===== config.mk =====
export PLATFORM = sky130hd
export DESIGN_NAME = primer_id_window_extractor
export DESIGN_NICKNAME = d
export VERILOG_FILES = /design/src/hdl/pie_pkg.sv /design/src/hdl/pie_cell.sv /design/src/hdl/pie_id_out.sv /design/src/hdl/primer_id_window_extractor.sv
export SDC_FILE = /design/constraint.sdc
export NUM_CORES = 1
export LEC_CHECK = 0
export BUFFER_PORTS_ARGS = -buffer_cell sky130_fd_sc_hd__buf_2
export CORE_ASPECT_RATIO = 0.7
export CORE_MARGIN = 2
export CORE_UTILIZATION = 50
export CTS_BUF_LIST = sky130_fd_sc_hd__clkbuf_4
export CTS_CLUSTER_DIAMETER = 150
export DETAILED_ROUTE_END_ITERATION = 8
export PLACE_DENSITY_LB_ADDON = 0.12
export SETUP_SLACK_MARGIN = 0.2
export SLEW_MARGIN = 10
export SYNTH_ARGS = -nofsm -noshare
export SYNTH_HDL_FRONTEND = slang
export SYNTH_SLANG_ARGS = --single-unit

===== constraint.sdc =====
create_clock -name clk -period 19.9 [get_ports clk]
set_input_delay 5.97 -clock clk [delete_from_list [all_inputs] [get_ports clk]]
set_output_delay 5.97 -clock clk [all_outputs]
set_load 0.005 [all_outputs]

===== src/hdl/pie_pkg.sv =====
// ---------------------------------------------------------------------------
// pie_pkg: shared types and constants
// Transaction structs, register indexes, window geometry and the per-cell
// compare pattern for the primer id window extractor.
// ---------------------------------------------------------------------------
package pie_pkg;

  // Window geometry
  localparam int WIN_LEN         = 31;
  localparam int ID_LEN          = 21;
  localparam int NOID_LEN        = 10;
  localparam int ID_OFFSET       = 8;
  localparam int MARKER_LEN      = 10;
  localparam int COUNT_WIDTH_DEF = 16;
  localparam int LEN_WIDTH       = 16;
  localparam int POS_WIDTH       = 5;

  localparam logic [7:0]  CHAR_N        = 8'h4E;
  localparam logic [7:0]  CHAR_A        = 8'h41;
  localparam logic [7:0]  CHAR_C        = 8'h43;
  localparam logic [7:0]  CHAR_G        = 8'h47;
  localparam logic [7:0]  CHAR_T        = 8'h54;
  localparam logic [39:0] MARKER_RESET  = 40'h4E4E4E4E4E;
  localparam logic [15:0] THRESH_RESET  = 16'd350;

  // Configuration register indexes
  typedef enum logic [1:0] {
    CFG_MARKER_LOW  = 2'd0,
    CFG_MARKER_HIGH = 2'd1,
    CFG_THRESHOLD   = 2'd2
  } cfg_index_t;

  // Verdict codes
  typedef enum logic [1:0] {
    VERDICT_NONE  = 2'd0,
    VERDICT_LONG  = 2'd1,
    VERDICT_SHORT = 2'd2
  } verdict_t;

  typedef struct packed {
    logic [7:0] base_byte;
    logic       final_byte;
  } item_t;

  typedef struct packed {
    logic [7:0]           id_byte;
    logic [POS_WIDTH-1:0] id_position;
    logic [1:0]           verdict;
    logic [LEN_WIDTH-1:0] sequence_length;
    logic                 run_end;
  } result_t;

  // Compare pattern of one window cell
  typedef struct packed {
    logic       en;
    logic [7:0] ch;
  } pat_t;

  // Hand-off from the window to the output run unit
  typedef struct packed {
    logic                        found;
    verdict_t                    verdict;
    logic [LEN_WIDTH-1:0]        length;
    logic [ID_LEN-1:0][7:0]      id;
  } run_load_t;

  function automatic logic [7:0] upcase(input logic [7:0] c);
    logic [7:0] r;
    r = c;
    if (c >= 8'h61 && c <= 8'h7A) begin
      r = c - 8'd32;
    end
    return r;
  endfunction

  // Expected character of window position pos (en low: not checked)
  function automatic pat_t cell_pattern(input int pos, input logic [39:0] mlow,
                                        input logic [39:0] mhigh);
    pat_t p;
    p.en = 1'b1;
    p.ch = CHAR_N;
    if (pos < 5) begin
      p.ch = mlow[8*pos +: 8];
    end else if (pos < MARKER_LEN) begin
      p.ch = mhigh[8*(pos-5) +: 8];
    end else if (pos == 14) begin
      p.ch = CHAR_C;
    end else if (pos == 15) begin
      p.ch = CHAR_A;
    end else if (pos == 20) begin
      p.ch = CHAR_G;
    end else if (pos == 21) begin
      p.ch = CHAR_T;
    end else if (pos == 27) begin
      p.ch = CHAR_G;
    end else if (pos == 28) begin
      p.ch = CHAR_C;
    end else begin
      p.en = 1'b0;
    end
    return p;
  endfunction

endpackage


===== src/hdl/pie_cell.sv =====
// ---------------------------------------------------------------------------
// pie_cell: one window cell
// Holds one sequence character, takes its neighbor's character on every
// accepted transaction and checks the incoming character against its pattern.
// ---------------------------------------------------------------------------
module pie_cell (
  input  logic          clk,
  input  logic          shift,
  input  logic [7:0]    d,
  input  pie_pkg::pat_t pat,
  output logic [7:0]    q,
  output logic          hit
);
  import pie_pkg::*;

  // Compare on the value this cell holds after the shift
  assign hit = !pat.en || (upcase(d) == pat.ch);

  always_ff @(posedge clk) begin
    if (shift) begin
      q <= d;
    end
  end

endmodule


===== src/hdl/pie_id_out.sv =====
// ---------------------------------------------------------------------------
// pie_id_out: output run unit
// Loads a finished id at sequence end and plays it out one character per
// result transaction from a shifting buffer.
// ---------------------------------------------------------------------------
module pie_id_out (
  input  logic                clk,
  input  logic                rst,
  input  logic                load,
  input  pie_pkg::run_load_t  load_data,
  output logic                busy,
  output logic                result_valid,
  input  logic                result_ready,
  output pie_pkg::result_t    result
);
  import pie_pkg::*;

  localparam logic [POS_WIDTH-1:0] LAST_ID   = POS_WIDTH'(ID_LEN - 1);
  localparam logic [POS_WIDTH-1:0] LAST_NOID = POS_WIDTH'(NOID_LEN - 1);

  logic                       active;
  logic [POS_WIDTH-1:0]       pos;
  logic                       found;
  verdict_t                   verdict;
  logic [LEN_WIDTH-1:0]       length;
  logic [ID_LEN-1:0][7:0]     id_buf;
  logic [POS_WIDTH-1:0]       last_pos;
  logic                       take;

  assign last_pos = found ? LAST_ID : LAST_NOID;
  assign take     = active && result_ready;
  assign busy     = active;

  // Run control
  always_ff @(posedge clk) begin
    if (rst) begin
      active <= 1'b0;
      pos    <= '0;
    end else if (load) begin
      active <= 1'b1;
      pos    <= '0;
    end else if (take) begin
      if (pos == last_pos) begin
        active <= 1'b0;
      end
      pos <= pos + 1'b1;
    end
  end

  // Payload buffer, head at entry 0
  always_ff @(posedge clk) begin
    if (load) begin
      found   <= load_data.found;
      verdict <= load_data.verdict;
      length  <= load_data.length;
      id_buf  <= load_data.id;
    end else if (take) begin
      id_buf <= {8'h00, id_buf[ID_LEN-1:1]};
    end
  end

  // Result drive
  assign result_valid           = active;
  assign result.id_byte         = found ? id_buf[0] : CHAR_N;
  assign result.id_position     = pos;
  assign result.verdict         = verdict;
  assign result.sequence_length = length;
  assign result.run_end         = (pos == last_pos);

endmodule


===== src/hdl/primer_id_window_extractor.sv =====
// ---------------------------------------------------------------------------
// primer_id_window_extractor: primer id window extractor
// Streams a DNA sequence through a 31-cell window, finds the first window
// matching the marker and fixed letters, and reports the 21-character id
// (or ten N characters) with a length class at the end of each sequence.
// ---------------------------------------------------------------------------
//  channel | signals                           | direction
//  item    | item_valid, item_ready, item      | in: one character per transaction
//  result  | result_valid, result_ready, result| out: one id character per transaction
//  cfg     | cfg_valid, cfg_ready, cfg_index,  | in: register write, always ready
//          | cfg_data                          |
//
// One character is accepted per cycle unless stalled; the window cells shift
// and compare in that same cycle. A final character starts an output run of
// 21 results (10 when no id was found), one per cycle unless stalled, from a
// buffer of its own, so the next sequence streams in meanwhile. A final
// character arriving during a run waits until the run is over. Reset (rst,
// synchronous) clears the run, match flag, count and registers to defaults.
// ---------------------------------------------------------------------------
module primer_id_window_extractor #(
  parameter int COUNT_WIDTH = pie_pkg::COUNT_WIDTH_DEF
) (
  input  logic                         clk,
  input  logic                         rst,
  input  logic                         item_valid,
  output logic                         item_ready,
  input  pie_pkg::item_t               item,
  output logic                         result_valid,
  input  logic                         result_ready,
  output pie_pkg::result_t             result,
  input  logic                         cfg_valid,
  output logic                         cfg_ready,
  input  logic [1:0]                   cfg_index,
  input  logic [39:0]                  cfg_data
);
  import pie_pkg::*;

  localparam int CMP_W = (COUNT_WIDTH > LEN_WIDTH) ? COUNT_WIDTH : LEN_WIDTH;

  logic [39:0]             marker_low;
  logic [39:0]             marker_high;
  logic [LEN_WIDTH-1:0]    threshold;

  logic                    match_found;
  logic [COUNT_WIDTH-1:0]  count;
  logic [COUNT_WIDTH-1:0]  count_next;
  logic [CMP_W-1:0]        count_ext;
  logic [ID_LEN-1:0][7:0]  captured_id;

  logic [WIN_LEN-1:0][7:0] win_d;
  logic [WIN_LEN-1:0][7:0] win_q;
  logic [WIN_LEN-1:0]      hits;
  pat_t [WIN_LEN-1:0]      pats;

  logic                    accept;
  logic                    capture;
  logic                    busy;
  logic                    found_now;
  run_load_t               load_data;

  // Configuration registers
  assign cfg_ready = 1'b1;

  always_ff @(posedge clk) begin
    if (rst) begin
      marker_low  <= MARKER_RESET;
      marker_high <= MARKER_RESET;
      threshold   <= THRESH_RESET;
    end else if (cfg_valid) begin
      case (cfg_index)
        CFG_MARKER_LOW:  marker_low  <= cfg_data;
        CFG_MARKER_HIGH: marker_high <= cfg_data;
        CFG_THRESHOLD:   threshold   <= cfg_data[LEN_WIDTH-1:0];
        default: ;
      endcase
    end
  end

  // Input handshake: a final character waits for the output run to drain
  assign item_ready = !(busy && item.final_byte);
  assign accept     = item_valid && item_ready;

  // Window cell chain, new character enters at the top cell
  genvar gi;
  generate
    for (gi = 0; gi < WIN_LEN; gi++) begin : g_cell
      if (gi == WIN_LEN - 1) begin : g_top
        assign win_d[gi] = item.base_byte;
      end else begin : g_mid
        assign win_d[gi] = win_q[gi+1];
      end
      assign pats[gi] = cell_pattern(gi, marker_low, marker_high);
      pie_cell u_cell (
        .clk   (clk),
        .shift (accept),
        .d     (win_d[gi]),
        .pat   (pats[gi]),
        .q     (win_q[gi]),
        .hit   (hits[gi])
      );
    end
  endgenerate

  // Saturating character count
  assign count_next = (&count) ? count : count + 1'b1;
  assign count_ext  = CMP_W'(count_next);

  assign capture   = accept && !match_found &&
                     (count_next >= COUNT_WIDTH'(WIN_LEN)) && (&hits);
  assign found_now = match_found || capture;

  // Sequence state
  always_ff @(posedge clk) begin
    if (rst) begin
      match_found <= 1'b0;
      count       <= '0;
    end else if (accept) begin
      if (item.final_byte) begin
        match_found <= 1'b0;
        count       <= '0;
      end else begin
        match_found <= found_now;
        count       <= count_next;
      end
    end
  end

  // Id latch
  always_ff @(posedge clk) begin
    if (capture) begin
      captured_id <= win_d[ID_OFFSET +: ID_LEN];
    end
  end

  // End-of-sequence hand-off
  always_comb begin
    load_data.found  = found_now;
    load_data.id     = capture ? win_d[ID_OFFSET +: ID_LEN] : captured_id;
    load_data.length = (count_ext > CMP_W'({LEN_WIDTH{1'b1}})) ? {LEN_WIDTH{1'b1}}
                                                               : count_ext[LEN_WIDTH-1:0];
    if (!found_now) begin
      load_data.verdict = VERDICT_NONE;
    end else if (count_ext > CMP_W'(threshold)) begin
      load_data.verdict = VERDICT_LONG;
    end else begin
      load_data.verdict = VERDICT_SHORT;
    end
  end

  pie_id_out u_out (
    .clk          (clk),
    .rst          (rst),
    .load         (accept && item.final_byte),
    .load_data    (load_data),
    .busy         (busy),
    .result_valid (result_valid),
    .result_ready (result_ready),
    .result       (result)
  );

`ifndef SYNTHESIS
  // A run never starts on top of one still draining
  a_no_overlap: assert property (@(posedge clk) disable iff (rst)
    (item_valid && item_ready && item.final_byte) |-> !busy)
    else $error("run load while output busy");

  // Final transaction always starts a run
  a_run_starts: assert property (@(posedge clk) disable iff (rst)
    (item_valid && item_ready && item.final_byte) |=> result_valid)
    else $error("no run after final transaction");

  // Run end only at the last position of either run length
  a_run_end_pos: assert property (@(posedge clk) disable iff (rst)
    (result_valid && result.run_end) |->
      (result.id_position == POS_WIDTH'(ID_LEN - 1) ||
       result.id_position == POS_WIDTH'(NOID_LEN - 1)))
    else $error("run end at wrong position");

  // A not-found run is the short one
  a_noid_len: assert property (@(posedge clk) disable iff (rst)
    (result_valid && result.verdict == VERDICT_NONE) |->
      (result.id_position <= POS_WIDTH'(NOID_LEN - 1)))
    else $error("not-found run too long");
`endif

endmodule


# ---- Yosys cells after proc, flatten, opt, wreduce, memory -nomap -nowiden
# Index checks and enable logic that the tools add are counted.
dict set report totals {
  in_bits 56
  output_inout_bits 35
  regBits 714
  word_cells 218
}
dict set report classes {
  n_addsub 18
  order_cmp 35
  mux 28
  n_eq_ne 19
  reduce_logical 36
}
# operator count
set ops {}
lappend ops {{$mux 168} 3}
lappend ops {{$mux 8} 17}
lappend ops {{$ge 8x7->1 const B} 16}
lappend ops {{$le 8x7->1 const B} 16}
lappend ops {{$sub 8x6->8 const B} 16}
lappend ops {{$eq 8x8->1} 10}
lappend ops {{$eq 8x7->1 const B} 6}
lappend ops {{$mux 16} 2}
lappend ops {{$reduce_and 16->1} 2}
lappend ops {{$logic_and 1x1->1} 23}
lappend ops {{$add 16x1->16 const B} 1}
lappend ops {{$ge 16x5->1 const B} 1}
lappend ops {{$gt 16x16->1} 1}
lappend ops {{$gt 16x16->1 const B} 1}
lappend ops {{$reduce_and 2->1} 4}
lappend ops {{$add 5x1->5 const B} 1}
lappend ops {{$eq 5x5->1} 1}
lappend ops {{$mux 5} 1}
lappend ops {{$mux 1} 4}
lappend ops {{$reduce_bool 2->1} 2}
lappend ops {{$eq 2x1->1 const B} 1}
lappend ops {{$eq 2x2->1 const B} 1}
lappend ops {{$logic_not 1->1} 2}
lappend ops {{$logic_not 2->1} 1}
lappend ops {{other kinds (3)} 3}

# ---- Longest topological paths before layout
dict set report depth {
  ltp_word 8
  ltp_mapped 15
}

# ---- Cells and area by module
# Synthesis repeated with hierarchy kept, for this count alone.
dict set report hier_totals {
  hier_cells 2390
  area_unflattened_um2 31996.9
}
# module cells_per_inst area_each_um2 instances seq_area_each_um2
set modules_own_cells {}
lappend modules_own_cells {pie_cell 31 424.2 31 240.2}
lappend modules_own_cells {primer_id_window_extractor 1011 10929.2 1 5625.4}
lappend modules_own_cells {pie_id_out 418 7918.8 1 5735.5}

# ---- Worst setup path before layout
# OpenSTA, ideal clock, no wires.
dict set report synth_path {
  path_kind {input to register}
  startpoint {input item[0] in the netlist's numbering}
  endpoint {register u_out.id_buf[0] in the netlist's numbering (enable)}
  slack_ps 3695
  arrival_time_ps 15671
  t_required_ps 19366
  path_buffers 3
  setup_ps 534
  cell_stages 8
  path_cell_list {clkbuf_1 > nand2_1 > nand2_1 > inv_1 > nand2_1 > clkbuf_1 > clkbuf_1 > nand2_1}
}
dict set report synth_via {
  elab_chain_cells 5
}
# element line
set synth_rtl {}
lappend synth_rtl {{start: declaration} primer_id_window_extractor.sv:27} ;# input pie_pkg::item_t item,
lappend synth_rtl {{$logic_and 1x1->1} primer_id_window_extractor.sv:80} ;# assign item_ready = !(busy && item.final_byte);
lappend synth_rtl {{$logic_not 1->1} primer_id_window_extractor.sv:80}
lappend synth_rtl {{named net item_ready} primer_id_window_extractor.sv:26} ;# output logic item_ready,
lappend synth_rtl {{$logic_and 1x1->1} primer_id_window_extractor.sv:81} ;# assign accept = item_valid && item_ready;
lappend synth_rtl {{named net accept} primer_id_window_extractor.sv:55} ;# logic accept;
lappend synth_rtl {{$logic_and 1x1->1} primer_id_window_extractor.sv:153} ;# .load (accept && item.final_byte),
lappend synth_rtl {{$reduce_bool 2->1 (no line)} -}
lappend synth_rtl {{end signal: assignment} pie_id_out.sv:56} ;# id_buf <= load_data.id;
lappend synth_rtl {{end signal: assignment} pie_id_out.sv:58} ;# id_buf <= {8'h00, id_buf[ID_LEN-1:1]};
lappend synth_rtl {{end: declaration} pie_id_out.sv:26} ;# logic [ID_LEN-1:0][7:0] id_buf;
# The timed path passes the listed nets, and every way through them passes these cells.
# A chain may end at the register's enable or synchronous reset.

# ---- Final worst setup path
dict set report layout_path {
  startpoint {input item[0] in the netlist's numbering}
  endpoint {output item_ready}
}
dict set report layout_via {
  elab_chain_cells 2
}
# element line
set layout_rtl {}
lappend layout_rtl {{$logic_and 1x1->1} primer_id_window_extractor.sv:80}
lappend layout_rtl {{$logic_not 1->1} primer_id_window_extractor.sv:80}
lappend layout_rtl {{end: declaration} primer_id_window_extractor.sv:26}
# No other way between the ends.

==> metrics.md <==
| Metric | Value |
|---|---|
| Status | `finished clean` |
| Max cap viols | `0` |
| Fillers | `5,129` |
| Max incr delay on CP | `180 ps` |
| Drt wl/cell | `about 21 um` |
| Mux cell area share after synthesis | `0.00465` |
| Worst Reg-to-Reg Cells | `12` |
| Via/cell ratio | `between 5 and 6` |
| Vias in the first global route | `20,396` |
| Post-CTS Resized | `0` |
| Worst slack at placement | `7560 ps` |
| Layout cells sized above 1 | `0.156` |
| Cells after synthesis | `2,704` |
| Depth of the CTS H-tree | `4` |
| Initial antenna violation count | `2` |
| Hold_buf cts | `0` |
| Port bufs | `89` |
| RSZ-0062 raised after global routing | `false` |
| Routability cong. | `0.915` |
| Crit share post-route | `0.620` |
| Netlist cell types | `81` |
| Final slew viol count | `0` |
| Largest net degree at the start of global routing | `between 100 and 150` |
| Hold_sp | `g_cell[30].u_cell.q[4]` |
| WL final | `just under 80,000 um` |
| DR pass1 iterations | `5` |
| Startpoint Class | `input port` |
| FF-to-FF End | `u_out.id_buf[137]` |
| Tmin final | `about 12,000 ps` |
| Compound-Gate Fraction of Synth Area | `0.126` |
| Core Rows | `74` |
| CTS tree | `built` |
| FF-to-FF setup slack | `approximately 13,000 ps` |
| I/O pin count | `91` |
| Final #Nets | `2,911` |
| Fin. Hold Viols | `0` |
| Die area | `between 60,000 and 70,000 um^2` |
| Worst-Skew Late Latency | `roughly 920 ps` |
| Worst EP arrival | `6380 ps` |
| Die Y | `a little over 200 um` |
| Final non-filler cell total | `about 3,700` |
| Ys Warns | `0` |
| Main combinational cell family by area after synthesis | `simple AND/OR/NAND/NOR gates` |
| Root buf cell | `clkbuf_4` |
| Clock transition at path regs | `60 ps` |
| Asr flop ratio synth | `0` |
| Area grow syn2layout | `10.8%` |
| Pwr dens | `97.2 nW/um^2` |
| WP buf/inv | `2` |
| Final worst-path setup slack | `7550 ps` |
| DR vias | `21,574` |
| CTS Buffer Depth | `3` |
| Total GRT Usage | `0.259` |
| Initial Utilization | `0.505` |
| FF+latch count, synth | `about 710` |
| Setup TNS | `0 ps` |
| GR Overflow Total | `0` |
| Critical path data required time | `13,930 ps` |
| Clock Skew | `roughly 58 ps` |
| Synth Area in Simple Gates | `0.160` |
| ANT nets after route | `0` |
| DRC Markers | `0` |
| Fmax achieved | `around 80 MHz` |
| Crit path top cell by count | `buf_2` |
| Critical path's top delay family | `buffers and inverters` |
| Crit Path Max Fanout | `8` |
| Syn nets | `roughly 2,800` |
| CTS buffer count | `170` |
| Post-synth EDFFs | `approximately 430` |
| Hold path depth | `0` |
| Slew @ Worst Pin | `1110 ps` |
| Core area | `around 58,000 um^2` |
| Placed Cells | `3,409` |
| Maximum VDD drop | `0.0000581 V` |
| Sequential share of the synthesized area | `0.633` |
| Primary FF master, synth | `edfxtp_1` |
| Cell Area, Synth | `29,400 um^2` |
| Crit path cell chain | `buf_2 > nand2_1 > buf_2` |
| Max transition margin | `0.258` |
| Post-synthesis area per instance | `10.9 um^2` |
| # setup viols final | `0` |
| WS Path Type | `input port to output port` |
| Initial drt markers | `between 1,500 and 2,000` |
| Min-Delay Endpoint | `g_cell[29].u_cell.q[4]` |
| Adder-cell area share of the yosys netlist | `0.0145` |
| Die width | `between 200 and 300 um` |
| Leak Pwr | `approximately 13 nW` |
| Hold crit path type | `register to register` |
| CP max-delay cell | `buf_2` |
| Post-CTS Setup Inserts | `0` |
| Post-Synth XOR/XNOR Area | `0.0233` |
| First-pass GRT wire length | `approximately 120,000 um` |
| Setup crit end kind | `output port` |
| HPWL after DPL | `between 40,000 and 50,000 um` |
| Clock sink total | `714` |
| Crit Reg-Reg Startpoint | `g_cell[29].u_cell.q[6]` |
synth_stat cells, types with 31 or more instances:
master	n	share of area
edfxtp_1	427	0.44
nand2_1	361	0.046
dfxtp_1	287	0.20
nor2_1	238	0.030
a21oi_1	220	0.038
nand3_1	135	0.023
a31oi_1	126	0.027
clkbuf_1	112	0.014
o21ai_0	107	0.018
inv_1	91	0.012
xnor2_1	65	0.019
nand3b_1	46	0.012
nand4_1	35	0.0075
ha_1	34	0.014
buf_2	31	0.0053
worst max-delay path by stage:
stage	slack, ps	cells past startpoint	start	to
after floorplan	3690	8	item[0]	u_out.id_buf[0]
after global placement	7540	3	item[0]	item_ready
after detailed placement	7560	3	item[0]	item_ready
after CTS	7550	3	item[0]	item_ready
after global routing	7500	3	item[0]	item_ready
final	7550	3	item[0]	item_ready
per-stage QoR:
stage | cell area [um^2] | hold WS, ps | utilization | total power, mW
floorplan | 29400 | 400 | - | 1.85
global placement | 30200 | 401 | 0.520 | 1.92
detailed placement | 30200 | 405 | 0.520 | 1.93
CTS | 32500 | 413 | 0.559 | 3.19
global route | 32500 | 411 | 0.560 | 3.29
finish | 32500 | 402 | 0.560 | 3.16
cell usage in the layout (no fill, tap or decap), types with 8 or more instances in the layout:
master / n
edfxtp_1: 427
nand2_1: 359
dfxtp_1: 287
clkbuf_4: 264
nor2_1: 238
a21oi_1: 220
nand3_1: 135
a31oi_1: 126
o21ai_0: 107
inv_1: 90
buf_2: 89
xnor2_1: 65
nand3b_1: 46
nand4_1: 35
ha_1: 34
clkinv_1: 32
nand2b_1: 26
o21ai_1: 26
o21ai_2: 26
nor3_1: 24
buf_4: 22
o31ai_1: 21
or2_2: 17
and2_1: 14
xor2_1: 13
nor4_1: 12
a22oi_1: 12
nor4b_1: 12
o2111ai_1: 11
or4_1: 10
mux2i_1: 8
a211o_1: 8
state kept, by name (all words and copies together) (netlist names):
| name | cells |
|---|---|
| captured_id | 168 |
| marker_high | 40 |
| u_out.found | 1 |
| u_out.verdict | 2 |
| count | 16 |
| u_out.length | 16 |
| g_cell.u_cell.q | 240 |
| u_out.pos | 5 |
| u_out.id_buf | 168 |
| threshold | 16 |
| u_out.busy | 1 |
| match_found | 1 |
| marker_low | 40 |
routing by layer:
layer | vias to the layer above | track usage | routed length, um | share of wire
li1 | 10088 | - | - | -
met1 | 10545 | 0.390 | 37100 | 0.47
met2 | 831 | 0.358 | 32300 | 0.41
met3 | 108 | 0.0813 | 7730 | 0.099
met4 | 2 | 0.0683 | 1180 | 0.015
met5 | - | 0 | 13 | 0.00017
kinds of logic (layout without fill, tap and decap cells):
family,Yosys count,in the layout
compound gates,614,614
xor+xnor,78,78
fa+ha+maj,34,34
buf+inv,260,515
flops,714,714
mux,13,13
other cells,1,3
simple gates,990,990
where the power goes:
part           switching, mW  total, mW  internal [mW]
clock                  0.593       1.26          0.669
sequential            0.0578       1.71           1.65
combinational          0.124      0.188         0.0642
area by class of cell:
class                   count  area, um^2  share of cell area
clock buffers             264        1980              0.0609
flip-flops and latches    714       18600               0.571
repair buffers            113         651              0.0200
clock inverters            46         320             0.00984
well taps                 760         951              0.0292
diodes                      2        5.00            0.000154
inverters                  92         358              0.0110
multi-input cells        1730        9700               0.298
Power figures use the tool's default switching activity.
